`src/hdl/tvs_pkg.sv`:
```
package tvs_pkg;

  localparam int DEPTH_DEFAULT = 64;
  localparam int VALUE_W       = 32;
  localparam int ENTRY_W       = VALUE_W + 1;
  localparam int COUNT_OUT_W   = 7;
  localparam int OP_W          = 2;

  localparam logic [OP_W-1:0] OP_PUSH    = 2'd0;
  localparam logic [OP_W-1:0] OP_POP     = 2'd1;
  localparam logic [OP_W-1:0] OP_PEEK    = 2'd2;
  localparam logic [OP_W-1:0] OP_REVERSE = 2'd3;

  typedef enum logic [2:0] {
    RES_NONE,
    RES_PUSH_OK,
    RES_PUSH_OVF,
    RES_READ_OK,
    RES_FAIL,
    RES_REV_OK
  } res_kind_t;

  typedef struct packed {
    logic      load;
    logic      push_wr;
    logic      rd_top;
    logic      pop_dec;
    logic      rev_init;
    logic      swap_rd;
    logic      wr_lo;
    logic      wr_hi;
    res_kind_t res;
  } cmd_t;

  typedef struct packed {
    logic [OP_W-1:0] op;
    logic            empty;
    logic            full;
    logic            more_swaps;
  } stat_t;

endpackage

```
`src/hdl/tvs_ctrl.sv`:
```
module tvs_ctrl (
  input  logic          clk,
  input  logic          rst,
  input  logic          start,
  input  tvs_pkg::stat_t stat,
  output tvs_pkg::cmd_t  cmd,
  output logic          busy
);

  typedef enum logic [2:0] {
    IDLE,
    DECODE,
    READ_WAIT,
    SWAP_CHK,
    SWAP_WR_LO,
    SWAP_WR_HI
  } state_t;

  state_t state;
  state_t state_next;

  always_comb begin
    cmd        = '0;
    cmd.res    = tvs_pkg::RES_NONE;
    state_next = state;
    unique case (state)
      IDLE: begin
        if (start) begin
          cmd.load   = 1'b1;
          state_next = DECODE;
        end
      end
      DECODE: begin
        unique case (stat.op) inside
          tvs_pkg::OP_PUSH: begin
            if (stat.full) begin
              cmd.res = tvs_pkg::RES_PUSH_OVF;
            end else begin
              cmd.push_wr = 1'b1;
              cmd.res     = tvs_pkg::RES_PUSH_OK;
            end
            state_next = IDLE;
          end
          tvs_pkg::OP_POP, tvs_pkg::OP_PEEK: begin
            if (stat.empty) begin
              cmd.res    = tvs_pkg::RES_FAIL;
              state_next = IDLE;
            end else begin
              cmd.rd_top = 1'b1;
              state_next = READ_WAIT;
            end
          end
          default: begin
            if (stat.empty) begin
              cmd.res    = tvs_pkg::RES_FAIL;
              state_next = IDLE;
            end else begin
              cmd.rev_init = 1'b1;
              state_next   = SWAP_CHK;
            end
          end
        endcase
      end
      READ_WAIT: begin
        cmd.res     = tvs_pkg::RES_READ_OK;
        cmd.pop_dec = (stat.op == tvs_pkg::OP_POP);
        state_next  = IDLE;
      end
      SWAP_CHK: begin
        // read both ends, or finish once they meet
        if (stat.more_swaps) begin
          cmd.swap_rd = 1'b1;
          state_next  = SWAP_WR_LO;
        end else begin
          cmd.res    = tvs_pkg::RES_REV_OK;
          state_next = IDLE;
        end
      end
      SWAP_WR_LO: begin
        cmd.wr_lo  = 1'b1;
        state_next = SWAP_WR_HI;
      end
      SWAP_WR_HI: begin
        cmd.wr_hi  = 1'b1;
        state_next = SWAP_CHK;
      end
      default: begin
        state_next = IDLE;
      end
    endcase
  end

  always_ff @(posedge clk) begin
    if (rst) begin
      state <= IDLE;
      busy  <= 1'b0;
    end else begin
      state <= state_next;
      busy  <= (state_next != IDLE);
    end
  end

endmodule

```
`src/hdl/tvs_datapath.sv`:
```
module tvs_datapath #(
  parameter int DEPTH = tvs_pkg::DEPTH_DEFAULT
) (
  input  logic                                clk,
  input  logic                                rst,
  input  tvs_pkg::cmd_t                       cmd,
  output tvs_pkg::stat_t                      stat,
  input  logic [tvs_pkg::OP_W-1:0]            operation,
  input  logic                                in_is_int,
  input  logic signed [tvs_pkg::VALUE_W-1:0]  in_value,
  output logic                                done,
  output logic                                ok,
  output logic                                out_is_int,
  output logic signed [tvs_pkg::VALUE_W-1:0]  out_value,
  output logic                                overflow,
  output logic [tvs_pkg::COUNT_OUT_W-1:0]     entry_count
);

  localparam int AW = (DEPTH > 1) ? $clog2(DEPTH) : 1;
  localparam int CW = $clog2(DEPTH + 1);

  logic [tvs_pkg::ENTRY_W-1:0] mem [DEPTH];

  logic [tvs_pkg::OP_W-1:0]    op;
  logic [tvs_pkg::ENTRY_W-1:0] entry;
  logic [CW-1:0]               count;
  logic [CW-1:0]               count_next;
  logic [CW-1:0]               count_dec;
  logic [AW-1:0]               lo;
  logic [AW-1:0]               hi;
  logic [AW-1:0]               addr_a;
  logic [tvs_pkg::ENTRY_W-1:0] rd_a;
  logic [tvs_pkg::ENTRY_W-1:0] rd_b;
  logic                        wr_en;
  logic [AW-1:0]               wr_addr;
  logic [tvs_pkg::ENTRY_W-1:0] wr_data;
  logic [CW+tvs_pkg::COUNT_OUT_W-1:0] count_ext;

  assign count_dec = count - CW'(1);

  assign stat.op         = op;
  assign stat.empty      = (count == '0);
  assign stat.full       = (count == CW'(DEPTH));
  assign stat.more_swaps = (lo < hi);

  always_comb begin
    count_next = count;
    if (cmd.push_wr) begin
      count_next = count + CW'(1);
    end else if (cmd.pop_dec) begin
      count_next = count_dec;
    end
  end

  assign count_ext = {{tvs_pkg::COUNT_OUT_W{1'b0}}, count_next};

  assign addr_a = cmd.rd_top ? count_dec[AW-1:0] : lo;

  always_comb begin
    wr_en   = 1'b0;
    wr_addr = lo;
    wr_data = rd_b;
    if (cmd.push_wr) begin
      wr_en   = 1'b1;
      wr_addr = count[AW-1:0];
      wr_data = entry;
    end else if (cmd.wr_lo) begin
      wr_en   = 1'b1;
      wr_addr = lo;
      wr_data = rd_b;
    end else if (cmd.wr_hi) begin
      wr_en   = 1'b1;
      wr_addr = hi;
      wr_data = rd_a;
    end
  end

  always_ff @(posedge clk) begin
    if (wr_en) begin
      mem[wr_addr] <= wr_data;
    end
    if (cmd.rd_top || cmd.swap_rd) begin
      rd_a <= mem[addr_a];
    end
    if (cmd.swap_rd) begin
      rd_b <= mem[hi];
    end
  end

  always_ff @(posedge clk) begin
    if (cmd.load) begin
      op    <= operation;
      entry <= {in_is_int, in_value};
    end
    if (cmd.rev_init) begin
      lo <= '0;
      hi <= count_dec[AW-1:0];
    end else if (cmd.wr_hi) begin
      // advance both ends inward after the swap
      lo <= lo + AW'(1);
      hi <= hi - AW'(1);
    end
  end

  always_ff @(posedge clk) begin
    if (rst) begin
      count <= '0;
      done  <= 1'b0;
    end else begin
      count <= count_next;
      done  <= (cmd.res != tvs_pkg::RES_NONE);
    end
  end

  always_ff @(posedge clk) begin
    if (cmd.res != tvs_pkg::RES_NONE) begin
      ok          <= (cmd.res == tvs_pkg::RES_PUSH_OK) || (cmd.res == tvs_pkg::RES_READ_OK)
                     || (cmd.res == tvs_pkg::RES_REV_OK);
      overflow    <= (cmd.res == tvs_pkg::RES_PUSH_OVF);
      entry_count <= count_ext[tvs_pkg::COUNT_OUT_W-1:0];
      if (cmd.res == tvs_pkg::RES_READ_OK) begin
        out_is_int <= rd_a[tvs_pkg::ENTRY_W-1];
        out_value  <= rd_a[tvs_pkg::VALUE_W-1:0];
      end else begin
        out_is_int <= 1'b0;
        out_value  <= '0;
      end
    end
  end

endmodule

```
`src/hdl/tagged_value_stack.sv`:
```
// Push and failed operations: the result is decided in DECODE and registered onto done.
// Pop and peek: the result is issued in READ_WAIT, set by the registered memory read.
// Reverse of n entries: floor(n/2) swaps, one read and two writes per swap
// on the single write port. One item at a time; busy stays high until the result.
// Results are shown for one cycle on done; the receiver cannot stall.
// Synchronous reset empties the stack; stored entries are not cleared.
module tagged_value_stack #(
  parameter int DEPTH = tvs_pkg::DEPTH_DEFAULT
) (
  input  logic                                clk,
  input  logic                                rst,
  input  logic                                start,
  output logic                                busy,
  input  logic [tvs_pkg::OP_W-1:0]            operation,
  input  logic                                in_is_int,
  input  logic signed [tvs_pkg::VALUE_W-1:0]  in_value,
  output logic                                done,
  output logic                                ok,
  output logic                                out_is_int,
  output logic signed [tvs_pkg::VALUE_W-1:0]  out_value,
  output logic                                overflow,
  output logic [tvs_pkg::COUNT_OUT_W-1:0]     entry_count
);

  tvs_pkg::cmd_t  cmd;
  tvs_pkg::stat_t stat;

  tvs_ctrl u_ctrl (
    .clk   (clk),
    .rst   (rst),
    .start (start),
    .stat  (stat),
    .cmd   (cmd),
    .busy  (busy)
  );

  tvs_datapath #(
    .DEPTH (DEPTH)
  ) u_datapath (
    .clk         (clk),
    .rst         (rst),
    .cmd         (cmd),
    .stat        (stat),
    .operation   (operation),
    .in_is_int   (in_is_int),
    .in_value    (in_value),
    .done        (done),
    .ok          (ok),
    .out_is_int  (out_is_int),
    .out_value   (out_value),
    .overflow    (overflow),
    .entry_count (entry_count)
  );

endmodule
```
`config.mk`:
```
export PLATFORM = sky130hd
export DESIGN_NAME = tagged_value_stack
export DESIGN_NICKNAME = d
export VERILOG_FILES = /design/src/hdl/tvs_pkg.sv /design/src/hdl/tvs_ctrl.sv /design/src/hdl/tvs_datapath.sv /design/src/hdl/tagged_value_stack.sv
export SDC_FILE = /design/constraint.sdc
export NUM_CORES = 2
export LEC_CHECK = 0
export BUFFER_PORTS_ARGS = -buffer_cell sky130_fd_sc_hd__buf_4
export CAP_MARGIN = 20
export CORE_MARGIN = 4
export CORE_UTILIZATION = 64
export CTS_CLUSTER_SIZE = 40
export DETAILED_ROUTE_END_ITERATION = 8
export MAX_ROUTING_LAYER = met4
export PLACE_DENSITY = 0.8
export REMOVE_ABC_BUFFERS = 1
export SYNTH_ARGS = -nofsm -noshare
export SYNTH_HDL_FRONTEND = slang
export SYNTH_SLANG_ARGS = --single-unit
```
`constraint.sdc`:
```
create_clock -name clk -period 7.42 [get_ports clk]
set_clock_uncertainty 0.15 [all_clocks]
set_input_delay 0.371 -clock clk [delete_from_list [all_inputs] [get_ports clk]]
set_output_delay 0.371 -clock clk [all_outputs]
set_load 0.05 [all_outputs]
```
# Word-level counts from Yosys, hierarchy flattened
# Memories as Yosys holds them, arrays and structs flattened. A register that Yosys moved wholly into a read port is not among the register bits.
# Cells that the tools add are included.
# W data, S select, Z words.
dict set report classes {
  addsub 4
  n_lt_le_gt_ge 1
  eq_ne 12
  muxes 41
  reduce_logical 11
}
# cell count
set op_table {}
lappend op_table {{$mux W33} 3}
lappend op_table {{$mux W6} 6}
lappend op_table {{$mux W1} 18}
lappend op_table {{$mux W3} 5}
lappend op_table {{$pmux W3 S5} 1}
lappend op_table {{$mux W7} 2}
lappend op_table {{$eq A3 B2 Y1 const B} 4}
lappend op_table {{$eq A3 B3 Y1 const B} 3}
lappend op_table {{$pmux W3 S3} 1}
lappend op_table {{$mux W2} 4}
lappend op_table {{$add A7 B1 Y7 const B} 1}
lappend op_table {{$eq A7 B7 Y1 const B} 1}
lappend op_table {{$logic_not A7 Y1} 1}
lappend op_table {{$sub A7 B1 Y7 const B} 1}
lappend op_table {{$add A6 B1 Y6 const B} 1}
lappend op_table {{$eq A3 B1 Y1 const B} 2}
lappend op_table {{$lt A6 B6 Y1} 1}
lappend op_table {{$pmux W3 S2} 1}
lappend op_table {{$reduce_bool A3 Y1} 2}
lappend op_table {{$sub A6 B1 Y6 const B} 1}
lappend op_table {{$logic_not A3 Y1} 1}
lappend op_table {{$logic_or A1 B1 Y1} 3}
lappend op_table {{$reduce_or A3 Y1} 1}
lappend op_table {{$eq A2 B1 Y1 const B} 1}
lappend op_table {{other kinds (4)} 4}
dict set report totals {
  regBits 101
  mem_bits_rw 2112
  input_bits 38
  mem_count 1
}
# memory words width read_ports rd_clocked_by_memory_dff wr line
set mem_list {}
lappend mem_list {u_datapath.mem 64 33 2 2 1 tvs_datapath.sv:22} ;# logic [tvs_pkg::ENTRY_W-1:0] mem [DEPTH];

# Depth between registers and ports, before layout
dict set report depth {
  word_depth 7
  depth_mapped 18
  mapped_depth_nobuf 10
}

# By module
# Synthesis repeated with hierarchy kept, for this count alone.
dict set report unflattened {
  cells_unflattened 6706
  hier_area_um2 105568.7
}
# mod n_inst cells_each area_per_inst_um2 seq_area_each_um2
set by_module_without_submodules {}
lappend by_module_without_submodules {tvs_datapath 1 6658 105183.4 68175.4}
lappend by_module_without_submodules {tvs_ctrl 1 48 385.4 80.1}

# Worst setup path after synthesis
# Ideal clock, no wire load.
dict set report synth_path {
  path_type {register to register}
  from {reg u_datapath.hi[1]}
  to {reg u_datapath.rd_a[0] (netlist bit) (read register of u_datapath.mem), enable pin}
  setup_time_ns 0.469
  arrival_ns 4.979
  t_required_ns 6.801
  slack_ns 1.822
  path_stages_with_launch 12
  synth_period_minus_slack_ns 5.598
  path_cell_list {edfxtp_1 -> clkbuf_1 -> clkbuf_1 -> clkbuf_1 -> inv_1 -> ha_1 -> a21o_1 -> a21o_1 -> a21o_1 -> a21o_1 -> a211o_1 -> o21ai_0}
}
dict set report synth_via {
  elab_chain_cells 4
}
# element line
set synth_rtl {}
lappend synth_rtl {{from (decl)} tvs_datapath.sv:30} ;# logic [AW-1:0] hi;
lappend synth_rtl {{from (signal assigned)} tvs_datapath.sv:97} ;# hi <= count_dec[AW-1:0];
lappend synth_rtl {{from (signal assigned)} tvs_datapath.sv:101} ;# hi <= hi - AW'(1);
lappend synth_rtl {{$lt A6 B6 Y1} tvs_datapath.sv:44} ;# assign stat.more_swaps = (lo < hi);
lappend synth_rtl {{$mux W1} tvs_ctrl.sv:71} ;# if (stat.more_swaps) begin
lappend synth_rtl {{$mux W1} tvs_ctrl.sv:26} ;# unique case (state)
lappend synth_rtl {{$logic_or A1 B1 Y1} tvs_datapath.sv:82} ;# if (cmd.rd_top || cmd.swap_rd) begin
lappend synth_rtl {{to (decl)} tvs_datapath.sv:32} ;# logic [tvs_pkg::ENTRY_W-1:0] rd_a;
# No other way between the ends.
# A chain may end at the register's enable or synchronous reset.

# Worst setup path after layout
dict set report layout_path {
  from {reg u_datapath.count[0]}
  to {mem u_datapath.mem[18][30] (netlist bit), enable pin}
}
dict set report layout_via {
  elab_chain_cells 7
}
# element line
set layout_rtl {}
lappend layout_rtl {{from (decl)} tvs_datapath.sv:26} ;# logic [CW-1:0] count;
lappend layout_rtl {{from (signal assigned)} tvs_datapath.sv:110} ;# count <= count_next;
lappend layout_rtl {{$eq A7 B7 Y1} tvs_datapath.sv:43} ;# assign stat.full = (count == CW'(DEPTH));
lappend layout_rtl {{$mux W1} tvs_ctrl.sv:36} ;# if (stat.full) begin
lappend layout_rtl {{$mux W1} tvs_ctrl.sv:34} ;# unique case (stat.op) inside
lappend layout_rtl {{$mux W2} tvs_ctrl.sv:26}
lappend layout_rtl {{$mux W1} tvs_datapath.sv:63} ;# if (cmd.push_wr) begin
lappend layout_rtl {{$mux W1} tvs_datapath.sv:79} ;# if (wr_en) begin
lappend layout_rtl {{$mux W1 (not written as such)} tvs_datapath.sv:80} ;# mem[wr_addr] <= wr_data;
lappend layout_rtl {{to (decl)} tvs_datapath.sv:22}
# Parallel ways exist; a longest one is shown, timed or not.

==> tab_implementation.tex <==
\begin{tabular}{lr}
\hline
Metric & Value \\
\hline
\multicolumn{2}{l}{\textbf{Setup path}} \\
\quad Data required time of the worst path & 7.77 ns \\
\quad Origin of the critical flop-to-flop path & u\_datapath.count[0] \\
\quad Slowest cell on the critical path & sky130\_fd\_sc\_hd\_\_o22ai\_1 \\
\quad Worst Reg-to-Reg Cells & 10 \\
\quad Setup slack of the worst register-to-register path & 1.23 ns \\
\quad Peak per-stage delay on the critical path & 0.90 ns \\
\quad CP Cell Sequence & inv\_1, ha\_1, or3b\_1, nor3\_1, nand2\_1, nand3\_4, o22ai\_1, nand2\_1, nor2\_4, buf\_4 \\
\quad Endpoint type of the worst setup path & flop \\
\quad Start-to-end type of the worst setup path & reg -> reg \\
\quad Kind of launch point of the worst setup path & flop \\
\quad Worst Path Arrival & 6.54 ns \\
\quad Most frequent cell on the critical path & sky130\_fd\_sc\_hd\_\_nand2\_1 \\
\quad Critical path fanouts, max & 30 \\
\quad Cell family contributing the most delay on the critical path & simple AND/OR/NAND/NOR gates \\
\quad Combined buffer and inverter count along the critical path & 2 \\
\quad Endpoint of the worst-slack reg-to-reg timing path & u\_datapath.mem[18][30] \\
\multicolumn{2}{l}{\textbf{Synthesis}} \\
\quad Ys flop type & sky130\_fd\_sc\_hd\_\_edfxtp\_1 \\
\quad Summed instance area of the synthesized netlist & 104500 um\^{}2 \\
\quad Portion of the post-synthesis area used by sequential elements & 0.6532 \\
\quad Synth warnings & 0 \\
\quad Most numerous cell types in the synthesized netlist & sky130\_fd\_sc\_hd\_\_edfxtp\_1, sky130\_fd\_sc\_hd\_\_nand2\_1, sky130\_fd\_sc\_hd\_\_mux4\_2 \\
\quad Number of instances in the synthesized netlist & 6539 \\
\quad Portion of synthesized cell area occupied by the leading cell type & 0.6497 \\
\quad Leading cell type by number of instances after synthesis & sky130\_fd\_sc\_hd\_\_edfxtp\_1 \\
\quad Fraction of registers with async set or reset after synthesis & 0 \\
\quad Number of flip-flops and latches in the synthesized netlist & 2279 \\
\quad Post-synth top area cell & sky130\_fd\_sc\_hd\_\_edfxtp\_1 \\
\quad Unique cell type count in the Yosys netlist & 57 \\
\quad Mean instance size in the synthesized netlist & 15.98 um\^{}2 \\
\quad Leading post-synthesis cells by cell area & sky130\_fd\_sc\_hd\_\_edfxtp\_1, sky130\_fd\_sc\_hd\_\_mux4\_2, sky130\_fd\_sc\_hd\_\_mux2i\_1, sky130\_fd\_sc\_hd\_\_nand2\_1, sky130\_fd\_sc\_hd\_\_o22ai\_1 \\
\quad Number of synthesized flops with an enable pin & 2261 \\
\multicolumn{2}{l}{\textbf{Timing}} \\
\quad Final period util & 0.8345 \\
\quad Final hold vios & 0 \\
\quad Final-report max-slew violation count & 0 \\
\quad Total Negative Setup Slacks & 0 ns \\
\quad Slew at the pin closest to its max-slew limit & 1.262 ns \\
\quad Max-Slew Margin vs Limit & 0.1553 \\
\quad Max frequency & 0.1615 GHz \\
\quad Final period demand of the worst path & 6.192 ns \\
\quad Final setup violation count & 0 \\
\quad Worst slack on hold paths & 0.05494 ns \\
\quad Setup repair after global routing missed its margin & no \\
\multicolumn{2}{l}{\textbf{Pwr}} \\
\quad Clock share of power & 0.422 \\
\quad Post-layout power & 0.02676 W \\
\quad Worst supply voltage drop on vdd & 0.0002292 V \\
\quad Internal Power & 0.02083 W \\
\quad Reported net switching power & 0.005930 W \\
\quad Switching share of power & 0.2216 \\
\quad Reported leakage power & 36.69 nW \\
\quad Relative contribution of combinational cells to total power & 0.050 \\
\quad Part of the total power dissipated in sequential elements & 0.528 \\
\quad Power Density & 228.7 nW/um\^{}2 \\
\multicolumn{2}{l}{\textbf{Place}} \\
\quad Routability cong. & 0.9271 \\
\quad Number of port buffers & 81 \\
\quad Post-Place Cells & 8529 \\
\quad Post-placement cell area & 109200 um\^{}2 \\
\quad Placed wire-length estimate & 193.3 mm \\
\multicolumn{2}{l}{\textbf{Routing}} \\
\quad WL final & 347.7 mm \\
\quad First-pass iteration count of the detailed router & 7 \\
\quad Number of DRC violations after detailed-routing iteration 0 & 14500 \\
\quad Number of vias in the routed layout & 70970 \\
\quad Avg WL per Cell & 38.56 um \\
\quad Post-route DRC violation count & 0 \\
\quad Residual antenna-violating net count after detailed routing & 0 \\
\quad Vias per Instance & 7.869 \\
\multicolumn{2}{l}{\textbf{GRT}} \\
\quad Largest net degree at the start of global routing & 137 \\
\quad Number of antenna violations at the first check in global routing & 15 \\
\quad Via count of the first global-routing pass & 68610 \\
\quad Overflow left after global routing & 0 \\
\quad Overall routing resource usage & 0.4205 \\
\quad Global-route wire length before repair & 488.8 mm \\
\multicolumn{2}{l}{\textbf{Clock network}} \\
\quad Clock insertion delay at the later pin of the skew report & 0.90 ns \\
\quad CTS Root Buffer Type & sky130\_fd\_sc\_hd\_\_clkbuf\_16 \\
\quad Hold-fix buffer count after cts & 37 \\
\quad Number of levels in the clock H-tree & 4 \\
\quad Clock Tree Buf Depth & 3 \\
\quad Post-CTS sizing & 0 \\
\quad Total clock buffers created by CTS & 221 \\
\quad Sinks on the clock net & 2279 \\
\quad Clock slew at reported path FFs & 0.06 ns \\
\quad Number of buffers added for setup after CTS & 0 \\
\quad Clock tree from TritonCTS & built \\
\multicolumn{2}{l}{\textbf{Floorplan}} \\
\quad Starting density of the core & 0.6427 \\
\quad Die extent in x & 412.1 um \\
\quad Core box area & 162600 um\^{}2 \\
\quad Cell Rows & 148 \\
\quad Vertical die dimension & 412.1 um \\
\quad Total Die Area & 169800 um\^{}2 \\
\quad Top-level port count & 82 \\
\multicolumn{2}{l}{\textbf{Cells and area}} \\
\quad Post-layout instance count excluding filler cells & 9019 \\
\quad Area added between synthesis and finish & 11.98\% \\
\quad Layout cells sized above 1 & 0.2159 \\
\quad Number of nets in the final layout & 6673 \\
\quad Filler Cell Count & 9514 \\
\quad Final design area excluding fillers & 117000 um\^{}2 \\
\multicolumn{2}{l}{\textbf{Worst hold path}} \\
\quad Hold Crit Class & in -> reg \\
\quad Endpoint, Worst Hold & u\_datapath.entry[30] \\
\quad Hold Path Stages & 2 \\
\quad HP Start & in\_value[30] \\
\multicolumn{2}{l}{\textbf{Run status}} \\
\quad Outcome & finished clean \\
\multicolumn{2}{l}{\textbf{Run}} \\
\quad Max-cap violation count & 0 \\
\hline
\end{tabular}
==> how the worst max path moves through the flow <==
stage,startpoint,to,slack [ns],cells after the start
2_1_floorplan,u_datapath.count[0],u_datapath.rd_a[28],-17.38,10
3_3_place_gp,u_datapath.count[0],u_datapath.mem[40][0],1.78,10
3_5_place_dp,u_datapath.count[0],u_datapath.mem[24][2],1.65,10
4_1_cts,u_datapath.count[0],u_datapath.mem[24][13],1.61,10
5_1_grt,u_datapath.count[0],u_datapath.mem[56][26],1.27,10
6_report,u_datapath.count[0],u_datapath.mem[18][30],1.23,10
==> through the flow <==
step,worst slack (ns),util
floorplan,-17.38,-
global route,1.267,0.7195
finish,1.228,0.7197
CTS,1.607,0.7180
detailed placement,1.648,0.6714
global placement,1.783,0.6703
==> power by group through the flow <==
stage	logic (W)	clock network [W]	registers, W
finish	0.00134	0.0113	0.0141
CTS	0.00131	0.0113	0.0141
global route	0.00140	0.0118	0.0141
global placement	0.00124	0	0.0144
floorplan	0.00173	0	0.0145
detailed placement	0.00127	0	0.0144
==> metal layers <==
metal,up-vias,GRT usage,wire (um)
met3,1615,0.1575,61310
met2,7749,0.5848,152400
met5,-,-,0
met1,34950,0.5317,108100
met4,0,0.2503,25880
li1,26660,-,-
==> logic make-up (layout without fill, tap and decap cells) <==
kind of cell / after synthesis / count (layout) / synth area share
flip-flops: 2279 / 2279 / 0.6532
AND/OR/NAND/NOR: 1701 / 1701 / 0.07103
multiplexers: 1280 / 1280 / 0.2058
AO/OA/AOI/OAI: 736 / 736 / 0.04476
buffers and inverters: 513 / 788 / 0.02224
XOR/XNOR: 18 / 18 / 0.001509
adder cells (fa/ha/maj): 12 / 12 / 0.001437
other: 0 / 30 / 0
==> placed cells by master, fill, tap and decap left out, types with 7 or more instances in the layout <==
master,synthesis,layout
sky130_fd_sc_hd__a32o_1,31,31
sky130_fd_sc_hd__buf_12,0,57
sky130_fd_sc_hd__a31oi_1,204,170
sky130_fd_sc_hd__mux2i_1,584,584
sky130_fd_sc_hd__a31oi_4,0,35
sky130_fd_sc_hd__buf_4,63,262
sky130_fd_sc_hd__and3_1,49,49
sky130_fd_sc_hd__nand3_1,274,272
sky130_fd_sc_hd__diode_2,0,30
sky130_fd_sc_hd__clkinvlp_4,0,13
sky130_fd_sc_hd__ha_1,12,12
sky130_fd_sc_hd__clkbuf_16,0,222
sky130_fd_sc_hd__a22oi_1,16,16
sky130_fd_sc_hd__clkbuf_1,239,33
sky130_fd_sc_hd__clkinv_2,0,46
sky130_fd_sc_hd__dfxtp_1,18,18
sky130_fd_sc_hd__bufinv_16,0,22
sky130_fd_sc_hd__xor2_1,8,8
sky130_fd_sc_hd__xnor2_1,10,10
sky130_fd_sc_hd__mux4_2,693,693
sky130_fd_sc_hd__nor2_4,0,67
sky130_fd_sc_hd__nand2_1,1064,1062
sky130_fd_sc_hd__a21o_1,9,9
sky130_fd_sc_hd__o21ai_0,138,137
sky130_fd_sc_hd__clkinv_1,0,56
sky130_fd_sc_hd__inv_1,12,11
sky130_fd_sc_hd__a21oi_1,19,19
sky130_fd_sc_hd__and4_1,28,28
sky130_fd_sc_hd__dlygate4sd3_1,0,37
sky130_fd_sc_hd__edfxtp_1,2261,2261
sky130_fd_sc_hd__a32oi_1,24,24
sky130_fd_sc_hd__o22ai_1,266,266
sky130_fd_sc_hd__nor2_1,126,59
sky130_fd_sc_hd__nor2b_1,7,7
sky130_fd_sc_hd__nand4_1,110,110
==> flip-flops by register name (all words and copies together) (netlist names) <==
register and cells:
u_ctrl.busy 1, u_ctrl.state 3, u_datapath.count 7, u_datapath.done 1, u_datapath.entry 33, u_datapath.entry_count 7
u_datapath.hi 6, u_datapath.lo 6, u_datapath.mem 2112, u_datapath.ok 1, u_datapath.op 2, u_datapath.out_is_int 1
u_datapath.out_value 32, u_datapath.overflow 1, u_datapath.rd_a 33, u_datapath.rd_b 33
==> layout make-up <==
type | count | area (um^2) | area share
sequential | 2279 | 68260 | 0.5833
multi-input combinational | 3747 | 35100 | 0.3000
clock buffer | 255 | 5679 | 0.04854
timing repair buffer | 360 | 3588 | 0.03067
tap | 2175 | 2721 | 0.02326
clock inverter | 159 | 1531 | 0.01309
antenna | 30 | 75.07 | 0.0006416
inverter | 14 | 62.56 | 0.0005346
Power figures use the tool's default switching activity.
